`config.mk`:
```
export PLATFORM = sky130hd
export DESIGN_NAME = goal_seek_steering_controller_unit
export DESIGN_NICKNAME = d
export VERILOG_FILES = /design/src/rtl/core/gss_pkg.sv /design/src/rtl/core/gss_cordic.sv /design/src/rtl/core/gss_seq.sv /design/src/rtl/core/goal_seek_steering_controller_unit.sv
export SDC_FILE = /design/constraint.sdc
export NUM_CORES = 2
export LEC_CHECK = 0
export BUFFER_PORTS_ARGS = -buffer_cell sky130_fd_sc_hd__buf_2
export CORE_MARGIN = 3
export CORE_UTILIZATION = 65
export DETAILED_ROUTE_END_ITERATION = 10
export GPL_ROUTABILITY_DRIVEN = 1
export PLACE_DENSITY = 0.83
export SYNTH_ARGS = -nofsm -noshare
export SYNTH_HDL_FRONTEND = slang
export SYNTH_SLANG_ARGS = --single-unit
export TNS_END_PERCENT = 100
```
`constraint.sdc`:
```
create_clock -name clk -period 13.4 [get_ports clk]
set_input_delay 0.67 -clock clk [delete_from_list [all_inputs] [get_ports clk]]
set_output_delay 0.67 -clock clk [all_outputs]
set_load 0.005 [all_outputs]
```
`src/rtl/core/gss_pkg.sv`:
```
package gss_pkg;

  localparam int CORDIC_STEPS = 16;
  localparam int ITER_W = $clog2(CORDIC_STEPS);

  localparam int POS_W  = 24;
  localparam int DIFF_W = POS_W + 1;
  localparam int VEC_W  = DIFF_W + 3;
  localparam int ANG_W  = 24;
  localparam int HEAD_W = 16;
  localparam int MAG_W  = HEAD_W + 1;
  localparam int MUL_W  = DIFF_W + 1;
  localparam int PROD_W = 2 * POS_W + 1;
  localparam int ACC_W  = PROD_W + 1;
  localparam int PC_W   = 4;

  localparam int GAIN_W   = 8;
  localparam int LIMIT_W  = 15;
  localparam int RADIUS_W = 16;
  localparam int THR_W    = 10;
  localparam int BRAKE_W  = 14;
  localparam int CNT_W    = 32;
  localparam int PHASE_W  = 2;
  localparam int IDX_W    = 3;
  localparam int DATA_W   = 16;

  localparam int ROUND_HALF = 128;
  localparam logic [ANG_W-1:0] ANG_HALF_TURN = ANG_W'(1 << (ANG_W - 1));
  localparam logic [THR_W-1:0] THROTTLE_MAX = THR_W'(1000);

  // multiplier operand select
  localparam logic [2:0] MUL_NONE = 3'd0;
  localparam logic [2:0] MUL_DX   = 3'd1;
  localparam logic [2:0] MUL_DY   = 3'd2;
  localparam logic [2:0] MUL_SLOW = 3'd3;
  localparam logic [2:0] MUL_TOL  = 3'd4;
  localparam logic [2:0] MUL_ERR  = 3'd5;

  localparam logic [1:0] ACC_NONE = 2'd0;
  localparam logic [1:0] ACC_LOAD = 2'd1;
  localparam logic [1:0] ACC_ADD  = 2'd2;

  localparam logic [1:0] CMP_NONE = 2'd0;
  localparam logic [1:0] CMP_SLOW = 2'd1;
  localparam logic [1:0] CMP_TOL  = 2'd2;

  // conditions under which the sequencer holds its step
  localparam logic [1:0] STAY_NONE        = 2'd0;
  localparam logic [1:0] STAY_NO_INPUT    = 2'd1;
  localparam logic [1:0] STAY_CORDIC_MORE = 2'd2;
  localparam logic [1:0] STAY_OUT_BUSY    = 2'd3;

  localparam logic [IDX_W-1:0] REG_STEER_GAIN    = 3'd0;
  localparam logic [IDX_W-1:0] REG_STEER_LIMIT   = 3'd1;
  localparam logic [IDX_W-1:0] REG_SLOW_RADIUS   = 3'd2;
  localparam logic [IDX_W-1:0] REG_ARRIVE_TOL    = 3'd3;
  localparam logic [IDX_W-1:0] REG_CRUISE_THR    = 3'd4;
  localparam logic [IDX_W-1:0] REG_APPROACH_BRK  = 3'd5;
  localparam logic [IDX_W-1:0] REG_STOP_BRK      = 3'd6;

  localparam logic [PHASE_W-1:0] PHASE_CRUISE   = 2'd0;
  localparam logic [PHASE_W-1:0] PHASE_APPROACH = 2'd1;
  localparam logic [PHASE_W-1:0] PHASE_STOP     = 2'd2;

  typedef struct packed {
    logic [PC_W-1:0] next_pc;
    logic [1:0]      stay;
    logic [2:0]      mul_sel;
    logic [1:0]      acc_op;
    logic [1:0]      cmp_op;
    logic            load;
    logic            cordic_en;
    logic            err_en;
    logic            emit;
  } ctrl_t;

  typedef struct packed {
    logic in_go;
    logic cordic_more;
    logic out_busy;
  } stat_t;

  // arctangent of 2^-k in binary angle units, 2^24 units per full turn
  function automatic logic [ANG_W-1:0] atan_step(input logic [4:0] k);
    logic [ANG_W-1:0] a;
    unique case (k)
      5'd0:    a = 24'd2097152;
      5'd1:    a = 24'd1238021;
      5'd2:    a = 24'd654136;
      5'd3:    a = 24'd332050;
      5'd4:    a = 24'd166669;
      5'd5:    a = 24'd83416;
      5'd6:    a = 24'd41718;
      5'd7:    a = 24'd20860;
      5'd8:    a = 24'd10430;
      5'd9:    a = 24'd5215;
      5'd10:   a = 24'd2608;
      5'd11:   a = 24'd1304;
      5'd12:   a = 24'd652;
      5'd13:   a = 24'd326;
      5'd14:   a = 24'd163;
      5'd15:   a = 24'd81;
      5'd16:   a = 24'd41;
      5'd17:   a = 24'd20;
      5'd18:   a = 24'd10;
      5'd19:   a = 24'd5;
      5'd20:   a = 24'd3;
      5'd21:   a = 24'd1;
      5'd22:   a = 24'd1;
      default: a = 24'd0;
    endcase
    return a;
  endfunction

endpackage

```
`src/rtl/core/gss_cordic.sv`:
```
module gss_cordic (
  input  logic                                clk,
  input  logic                                rst,
  input  logic                                load,
  input  logic                                step_en,
  input  logic signed [gss_pkg::DIFF_W-1:0]   dx,
  input  logic signed [gss_pkg::DIFF_W-1:0]   dy,
  output logic        [gss_pkg::HEAD_W-1:0]   bearing,
  output logic                                last
);
  import gss_pkg::*;

  logic signed [VEC_W-1:0] x;
  logic signed [VEC_W-1:0] y;
  logic signed [VEC_W-1:0] xs;
  logic signed [VEC_W-1:0] ys;
  logic        [ANG_W-1:0] z;
  logic        [ANG_W-1:0] z_rnd;
  logic        [ITER_W-1:0] iter;
  logic                    y_pos;

  always_comb begin
    xs    = x >>> iter;
    ys    = y >>> iter;
    y_pos = !y[VEC_W-1] && (y != '0);
    z_rnd = z + ANG_W'(ROUND_HALF);
    bearing = z_rnd[ANG_W-1 -: HEAD_W];
    last  = (iter == ITER_W'(CORDIC_STEPS - 1));
  end

  always_ff @(posedge clk) begin
    if (rst) begin
      iter <= '0;
    end else if (load) begin
      iter <= '0;
    end else if (step_en) begin
      iter <= iter + ITER_W'(1);
    end
  end

  // vectoring mode: left half-plane is folded over first
  always_ff @(posedge clk) begin
    if (load) begin
      if (dx[DIFF_W-1]) begin
        x <= -VEC_W'(dx);
        y <= -VEC_W'(dy);
        z <= ANG_HALF_TURN;
      end else begin
        x <= VEC_W'(dx);
        y <= VEC_W'(dy);
        z <= '0;
      end
    end else if (step_en) begin
      if (y_pos) begin
        x <= x + ys;
        y <= y - xs;
        z <= z + atan_step(5'(iter));
      end else begin
        x <= x - ys;
        y <= y + xs;
        z <= z - atan_step(5'(iter));
      end
    end
  end

endmodule

```
`src/rtl/core/gss_seq.sv`:
```
module gss_seq (
  input  logic            clk,
  input  logic            rst,
  input  gss_pkg::stat_t  stat,
  output gss_pkg::ctrl_t  ctrl
);
  import gss_pkg::*;

  function automatic ctrl_t ucode(input logic [PC_W-1:0] addr);
    ctrl_t w;
    w = '0;
    unique case (addr)
      4'd0: begin
        w.load = 1'b1;
        w.stay = STAY_NO_INPUT;
        w.next_pc = 4'd1;
      end
      4'd1: begin
        w.mul_sel = MUL_DX;
        w.cordic_en = 1'b1;
        w.next_pc = 4'd2;
      end
      4'd2: begin
        w.mul_sel = MUL_DY;
        w.acc_op = ACC_LOAD;
        w.cordic_en = 1'b1;
        w.next_pc = 4'd3;
      end
      4'd3: begin
        w.mul_sel = MUL_SLOW;
        w.acc_op = ACC_ADD;
        w.cordic_en = 1'b1;
        w.next_pc = 4'd4;
      end
      4'd4: begin
        w.mul_sel = MUL_TOL;
        w.cmp_op = CMP_SLOW;
        w.cordic_en = 1'b1;
        w.next_pc = 4'd5;
      end
      4'd5: begin
        w.cmp_op = CMP_TOL;
        w.cordic_en = 1'b1;
        w.next_pc = 4'd6;
      end
      4'd6: begin
        w.cordic_en = 1'b1;
        w.stay = STAY_CORDIC_MORE;
        w.next_pc = 4'd7;
      end
      4'd7: begin
        w.err_en = 1'b1;
        w.next_pc = 4'd8;
      end
      4'd8: begin
        w.mul_sel = MUL_ERR;
        w.next_pc = 4'd9;
      end
      4'd9: begin
        w.emit = 1'b1;
        w.stay = STAY_OUT_BUSY;
        w.next_pc = 4'd0;
      end
      default: begin
        w.next_pc = 4'd0;
      end
    endcase
    return w;
  endfunction

  logic [PC_W-1:0] pc;
  logic [PC_W-1:0] pc_next;
  logic            hold;

  always_comb begin
    ctrl = ucode(pc);
    unique case (ctrl.stay)
      STAY_NONE:        hold = 1'b0;
      STAY_NO_INPUT:    hold = !stat.in_go;
      STAY_CORDIC_MORE: hold = stat.cordic_more;
      STAY_OUT_BUSY:    hold = stat.out_busy;
      default:          hold = 1'b0;
    endcase
    pc_next = hold ? pc : ctrl.next_pc;
  end

  always_ff @(posedge clk) begin
    if (rst) begin
      pc <= '0;
    end else begin
      pc <= pc_next;
    end
  end

endmodule

```
`src/rtl/core/goal_seek_steering_controller_unit.sv`:
```
// goal seeking steering controller
//
// input channel: in_valid/in_stall carries one pose sample (goal_x, goal_y,
// pos_x, pos_y, heading). a transaction happens when in_valid is high and
// in_stall is low. in_stall is low only while the sequencer waits for work
// and out of reset, so one sample is processed at a time.
// output channel: out_valid/out_stall carries one drive command per sample.
// processing: 16 cordic steps, with the squaring and radius compares riding
// along, then 3 steering/output steps. the load step that waits for input
// comes before these, so a new sample is taken only after the command for
// the previous one has been handed to the output register.
// the output register holds a finished command while out_stall is high; the
// sequencer waits at its last step until that register frees up, and in
// the meantime the next sample is not taken.
// config: cfg_valid/cfg_ready writes register cfg_index with cfg_data;
// cfg_ready is high outside reset, unknown indexes are ignored.
// reset (rst, synchronous): config registers return to defaults, the
// approach flag clears, command counter clears, out_valid drops.
module goal_seek_steering_controller_unit (
  input  logic                                 clk,
  input  logic                                 rst,
  input  logic                                 in_valid,
  output logic                                 in_stall,
  input  logic signed [gss_pkg::POS_W-1:0]     goal_x,
  input  logic signed [gss_pkg::POS_W-1:0]     goal_y,
  input  logic signed [gss_pkg::POS_W-1:0]     pos_x,
  input  logic signed [gss_pkg::POS_W-1:0]     pos_y,
  input  logic signed [gss_pkg::HEAD_W-1:0]    heading,
  output logic                                 out_valid,
  input  logic                                 out_stall,
  output logic        [gss_pkg::CNT_W-1:0]     command_index,
  output logic signed [gss_pkg::HEAD_W-1:0]    steering,
  output logic        [gss_pkg::THR_W-1:0]     throttle,
  output logic        [gss_pkg::BRAKE_W-1:0]   brake,
  output logic        [gss_pkg::PHASE_W-1:0]   phase,
  output logic                                 goal_reached,
  input  logic                                 cfg_valid,
  output logic                                 cfg_ready,
  input  logic        [gss_pkg::IDX_W-1:0]     cfg_index,
  input  logic        [gss_pkg::DATA_W-1:0]    cfg_data
);
  import gss_pkg::*;

  ctrl_t ctrl;
  stat_t stat;

  logic [GAIN_W-1:0]   steer_gain;
  logic [LIMIT_W-1:0]  steer_limit;
  logic [RADIUS_W-1:0] slow_radius;
  logic [RADIUS_W-1:0] arrive_tolerance;
  logic [THR_W-1:0]    cruise_throttle;
  logic [BRAKE_W-1:0]  approach_brake;
  logic [BRAKE_W-1:0]  stop_brake;

  logic signed [DIFF_W-1:0] dx_in;
  logic signed [DIFF_W-1:0] dy_in;
  logic signed [DIFF_W-1:0] dx;
  logic signed [DIFF_W-1:0] dy;
  logic        [HEAD_W-1:0] head;

  logic signed [MUL_W-1:0]   mul_a;
  logic signed [MUL_W-1:0]   mul_b;
  logic signed [2*MUL_W-1:0] product;
  logic        [PROD_W-1:0]  prod;
  logic        [ACC_W-1:0]   acc;
  logic                      near_slow;
  logic                      near_tol;

  logic [HEAD_W-1:0] bearing;
  logic              cordic_last;
  logic [HEAD_W-1:0] err_u;
  logic              err_neg;
  logic [MAG_W-1:0]  mag;

  logic [HEAD_W+8-1:0] rnd;
  logic [HEAD_W-1:0]   q;
  logic [HEAD_W-1:0]   q_cl;
  logic [HEAD_W-1:0]   steer_val;
  logic [THR_W-1:0]    thr_cl;

  logic approaching;
  logic [CNT_W-1:0] command_count;
  logic out_busy;
  logic load_go;
  logic emit;
  logic appr_now;
  logic stop_now;

  assign cfg_ready = !rst;
  assign in_stall  = rst || !ctrl.load;
  assign out_busy  = out_valid && out_stall;
  assign load_go   = ctrl.load && in_valid;
  assign emit      = ctrl.emit && !out_busy;

  assign stat.in_go       = in_valid;
  assign stat.cordic_more = !cordic_last;
  assign stat.out_busy    = out_busy;

  gss_seq u_seq (
    .clk  (clk),
    .rst  (rst),
    .stat (stat),
    .ctrl (ctrl)
  );

  gss_cordic u_cordic (
    .clk     (clk),
    .rst     (rst),
    .load    (load_go),
    .step_en (ctrl.cordic_en),
    .dx      (dx_in),
    .dy      (dy_in),
    .bearing (bearing),
    .last    (cordic_last)
  );

  always_ff @(posedge clk) begin
    if (rst) begin
      steer_gain       <= GAIN_W'(128);
      steer_limit      <= LIMIT_W'(5215);
      slow_radius      <= RADIUS_W'(1500);
      arrive_tolerance <= RADIUS_W'(500);
      cruise_throttle  <= THR_W'(200);
      approach_brake   <= BRAKE_W'(300);
      stop_brake       <= BRAKE_W'(8000);
    end else if (cfg_valid && cfg_ready) begin
      unique case (cfg_index)
        REG_STEER_GAIN:   steer_gain       <= cfg_data[GAIN_W-1:0];
        REG_STEER_LIMIT:  steer_limit      <= cfg_data[LIMIT_W-1:0];
        REG_SLOW_RADIUS:  slow_radius      <= cfg_data[RADIUS_W-1:0];
        REG_ARRIVE_TOL:   arrive_tolerance <= cfg_data[RADIUS_W-1:0];
        REG_CRUISE_THR:   cruise_throttle  <= cfg_data[THR_W-1:0];
        REG_APPROACH_BRK: approach_brake   <= cfg_data[BRAKE_W-1:0];
        REG_STOP_BRK:     stop_brake       <= cfg_data[BRAKE_W-1:0];
        default: ;
      endcase
    end
  end

  always_comb begin
    dx_in = DIFF_W'(goal_x) - DIFF_W'(pos_x);
    dy_in = DIFF_W'(goal_y) - DIFF_W'(pos_y);
  end

  // shared multiplier, operands picked by the control word
  always_comb begin
    unique case (ctrl.mul_sel)
      MUL_DX: begin
        mul_a = MUL_W'(dx);
        mul_b = MUL_W'(dx);
      end
      MUL_DY: begin
        mul_a = MUL_W'(dy);
        mul_b = MUL_W'(dy);
      end
      MUL_SLOW: begin
        mul_a = {{(MUL_W-RADIUS_W){1'b0}}, slow_radius};
        mul_b = {{(MUL_W-RADIUS_W){1'b0}}, slow_radius};
      end
      MUL_TOL: begin
        mul_a = {{(MUL_W-RADIUS_W){1'b0}}, arrive_tolerance};
        mul_b = {{(MUL_W-RADIUS_W){1'b0}}, arrive_tolerance};
      end
      MUL_ERR: begin
        mul_a = {{(MUL_W-MAG_W){1'b0}}, mag};
        mul_b = {{(MUL_W-GAIN_W){1'b0}}, steer_gain};
      end
      default: begin
        mul_a = '0;
        mul_b = '0;
      end
    endcase
    product = mul_a * mul_b;
  end

  always_comb begin
    err_u = bearing - head;
    rnd   = {1'b0, prod[HEAD_W+8-2:0]} + (HEAD_W+8)'(ROUND_HALF);
    q     = rnd[HEAD_W+8-1:8];
    q_cl  = (q > {1'b0, steer_limit}) ? {1'b0, steer_limit} : q;
    steer_val = err_neg ? -q_cl : q_cl;
    thr_cl    = (cruise_throttle > THROTTLE_MAX) ? THROTTLE_MAX : cruise_throttle;
    appr_now  = approaching || near_slow;
    stop_now  = appr_now && near_tol;
  end

  always_ff @(posedge clk) begin
    if (load_go) begin
      dx   <= dx_in;
      dy   <= dy_in;
      head <= heading;
    end
    if (ctrl.mul_sel != MUL_NONE) begin
      prod <= product[PROD_W-1:0];
    end
    unique case (ctrl.acc_op)
      ACC_LOAD: acc <= ACC_W'(prod);
      ACC_ADD:  acc <= acc + ACC_W'(prod);
      default: ;
    endcase
    unique case (ctrl.cmp_op)
      CMP_SLOW: near_slow <= (acc <= ACC_W'(prod));
      CMP_TOL:  near_tol  <= (acc <= ACC_W'(prod));
      default: ;
    endcase
    if (ctrl.err_en) begin
      err_neg <= err_u[HEAD_W-1];
      mag     <= err_u[HEAD_W-1] ? (MAG_W'(0) - {1'b1, err_u}) : {1'b0, err_u};
    end
  end

  always_ff @(posedge clk) begin
    if (rst) begin
      approaching   <= 1'b0;
      command_count <= '0;
      out_valid     <= 1'b0;
    end else begin
      if (emit) begin
        out_valid     <= 1'b1;
        approaching   <= appr_now && !stop_now;
        command_count <= command_count + CNT_W'(1);
      end else if (out_valid && !out_stall) begin
        out_valid <= 1'b0;
      end
    end
  end

  always_ff @(posedge clk) begin
    if (emit) begin
      command_index <= command_count;
      if (stop_now) begin
        steering     <= '0;
        throttle     <= '0;
        brake        <= stop_brake;
        phase        <= PHASE_STOP;
        goal_reached <= 1'b1;
      end else if (appr_now) begin
        steering     <= steer_val;
        throttle     <= '0;
        brake        <= approach_brake;
        phase        <= PHASE_APPROACH;
        goal_reached <= 1'b0;
      end else begin
        steering     <= steer_val;
        throttle     <= thr_cl;
        brake        <= '0;
        phase        <= PHASE_CRUISE;
        goal_reached <= 1'b0;
      end
    end
  end

  a_emit_shows: assert property (@(posedge clk) disable iff (rst)
    emit |=> out_valid)
    else $error("command not presented after emit");

  a_stop_fields: assert property (@(posedge clk) disable iff (rst)
    (out_valid && goal_reached) |-> (phase == PHASE_STOP && steering == '0 && throttle == '0))
    else $error("stop command carries steering or throttle");

  a_count_step: assert property (@(posedge clk) disable iff (rst)
    emit |=> (command_count == $past(command_count) + CNT_W'(1)))
    else $error("command counter did not advance by one");

  a_one_at_a_time: assert property (@(posedge clk) disable iff (rst)
    (in_valid && !in_stall) |=> in_stall)
    else $error("second sample taken while one is in flight");

endmodule
```
==> summary.md <==
| Metric | Value |
|---|---|
| Run status | finished, final reports clean |
| Relative slew slack | 0.205 |
| Avg Cell Area, Syn | between 9 and 10 um^2 |
| Most frequent cells after synthesis | inv_1 (1006), nand2_1 (708), fa_1 (665) |
| CP endpoint kind | register |
| Largest cells by area after synthesis | fa_1 (23%), edfxtp_1 (17%), ha_1 (8.9%) |
| Worst hold slack | 170 ps |
| Vias in the first global route | between 40000 and 50000 |
| Register area | approximately 13000 um^2 |
| RR Endpoint | prod[48] |
| 1st-iter DRT viols | about 5000 |
| Crit path from | u_seq.pc[0] |
| FMAX | approximately 85 MHz |
| Rows | around 110 |
| Footprint of the multi-input gates | 40600 um^2 |
| GR peak layer | met2 |
| Max clock buf depth | 3 |
| Max-slew violation count | 0 |
| Critical Path AT | between 10000 and 15000 ps |
| Die Span Y | between 300 and 400 um |
| Hold Violations, Final | 0 |
| Worst-path clk slew | roughly 60 ps |
| Crit path time final | around 12000 ps |
| Post-CTS resize count | 0 |
| CTS Hold Bufs | 0 |
| Setup_tns | 0 ps |
| Antenna violations before repair | 11 |
| Tot Pwr | approximately 14 mW |
| Io pins | 214 |
| Cells after synthesis | about 6500 |
| DP Area | roughly 61000 um^2 |
| Worst vdd ir | 0.268 mV |
| Share of layout cells above drive strength 1 | 0.0804 |
| Dpl ws | 1950 ps |
| Main synth FF type | edfxtp_1 |
| Worst-path cell with the longest stage delay | nand2_1 |
| First-pass GRT wire length | 262000 um |
| CP Max Fanout | 25 |
| Clock skew | 26.4 ps |
| Pwr Density | roughly 220 nW/um^2 |
| Post-Synthesis Cell Area | 58600 um^2 |
| Seq cells post-synth | slightly below 500 |
| Width of the die | around 300 um |
| Most frequent CP cell | fa_1 |
| Setup-failing EPs final | 0 |
| Worst Path Required | ~14000 ps |
| CTS Sinks | 497 |
| Yosys cell types | 89 |
| Startpoint Class | register |
| H-tree Lvls | 2 |
| Count of flip-flops with a built-in enable after synthesis | between 300 and 400 |
| Post-CTS setup repair buffer count | 0 |
| Worst Reg-to-Reg Cells | 32 |
| Crit path to | prod[48] |
| Die area | ~94000 um^2 |
| TritonCTS Buffers | 58 |
| Antenna Nets Post-Route | 0 |
| Critical path class | reg2reg |
| PortBufs | between 200 and 250 |
| Pre-Repair DR Iteration Count | 8 |
| Grt total ovfl | 0 |
| Drc violations | 0 |
| Max incr delay on CP | between 900 and 1000 ps |
| Post-synth ARST share | 0 |
| Leakage | around 29 nW |
| Met1 capacity usage during global routing | 0.455 |
| Core ar. | just under 90000 um^2 |
| Sequential area share after synthesis | 0.228 |
| Skew-Pair Late Insertion Delay | 680 ps |
| Slack of the worst reg-to-reg path | between 1500 and 2000 ps |
| Post-synth top area share | 0.227 |
| DR vias/cell | between 6 and 7 |
| Fillers | 6615 |
| Nets@finish | between 7000 and 8000 |
| Worst-Margin Slew | between 1000 and 1500 ps |
| Global placer's final weighted congestion | 0.978 |
| Yosys warns | 0 |
| Met3 Usage GRT | 0.0615 |
| Largest area contributor in the netlist | fa_1 |
| Syn Nets | 7675 |
| Period utilization | 0.875 |
| Placed cell count | ~7700 |
| Initial core utilization | 0.659 |
| Area grow syn2layout | 7.24% |
| Wirelength, routed | 164000 um |
| Vias post-DR | 47826 |
| Setup ws final | roughly 1700 ps |
| WL/cell | 21.1 um |
| RSZ-0062 raised after global routing | false |
| Root Driver | clkbuf_16 |
| Max-Cap Viols | 0 |
| Final Core Density | 0.706 |
| Tightest Hold Check Type | in2reg |
| Hpwl dp | 127000 um |
| Fin cells | slightly below 8000 |
| CTS tree | done |
| Most frequent cell after synthesis | inv_1 |
| FF-to-FF Start | u_seq.pc[0] |
| GRT Util Overall | 0.353 |
| Met2 Resource Use GR | 0.571 |
| Final instance area | around 63000 um^2 |
| Pin count of the biggest net entering global routing | 99 |
where the power goes:
part | total (mW) | leakage [nW] | internal [mW] | switching [mW]
logic | 9.54 | 23.5 | 3.89 | 5.65
clock network | 1.73 | 1.00 | 1.00 | 0.725
registers | 2.66 | 4.59 | 2.29 | 0.378
total | 13.9 | 29.1 | 7.18 | 6.75
area by class of cell:
class | instances | share of cell area
repair buffers | 270 | 0.0238
flip-flops and latches | 497 | 0.213
multi-input cells | 4703 | 0.646
well taps | 1165 | 0.0232
clock inverters | 35 | 0.00737
diodes | 8 | 0.000319
clock buffers | 75 | 0.0258
inverters | 1016 | 0.0608
cell usage in the layout (no fill, tap or decap), drive strengths merged, types with 50 or more instances in the layout:
master  count
buf       270
nor2      633
edfxtp    340
a31oi      55
dfxtp     157
clkbuf     75
mux2i      97
xnor2     253
xor2      153
a21oi     368
o21ai     183
nor2b      50
nand2     708
a21o      105
fa        665
inv      1013
nor3       97
o21a       51
mux4       58
ha        417
nand3     113
state kept, by name, summed over array words and instances, names as in the netlist, 17 cells and up, named ones only:
| register | count |
|---|---|
| mag | 17 |
| command_count | 32 |
| dx | 25 |
| acc | 50 |
| command_index | 32 |
| u_cordic.y | 28 |
| u_cordic.x | 28 |
| u_cordic.z | 24 |
| dy | 25 |
| prod | 49 |
kinds of logic after synthesis:
logic type      after synthesis  synth area share
fa+ha+maj                  1082             0.316
other cells                   1         0.0000640
compound gates             1084             0.119
xor+xnor                    406            0.0609
mux                         202            0.0485
simple gates               1928             0.146
flops                       497             0.228
buf+inv                    1257            0.0811
critical path: cells and delay by family, from the launching register on:
kind / cells / cell delay, ps
adders and majority gates: 9 / 4200
AOI/OAI and AO/OA: 11 / 3200
buffers and inverters: 6 / 800
muxes: 1 / 240
DFF: 1 / 610
and+or+nand+nor: 5 / 2370
metal layers:
layer / share of wire / wire, um
met5: 0.00021 / 35
met4: 0.061 / 10100
met3: 0.095 / 15600
met2: 0.46 / 76100
met1: 0.38 / 62100
how the worst min path moves through the flow:
stage                                  from           endpoint  slack, ps  cells past startpoint
after floorplan           command_count[31]  command_index[31]        420                      0
after global placement    command_count[31]  command_index[31]        430                      0
after detailed placement     stop_brake[13]     stop_brake[13]        450                      2
after CTS                        heading[4]            head[4]        140                      1
after global routing             heading[4]            head[4]        160                      1
final                            heading[4]            head[4]        170                      1
(Power assumes the default switching activity.)
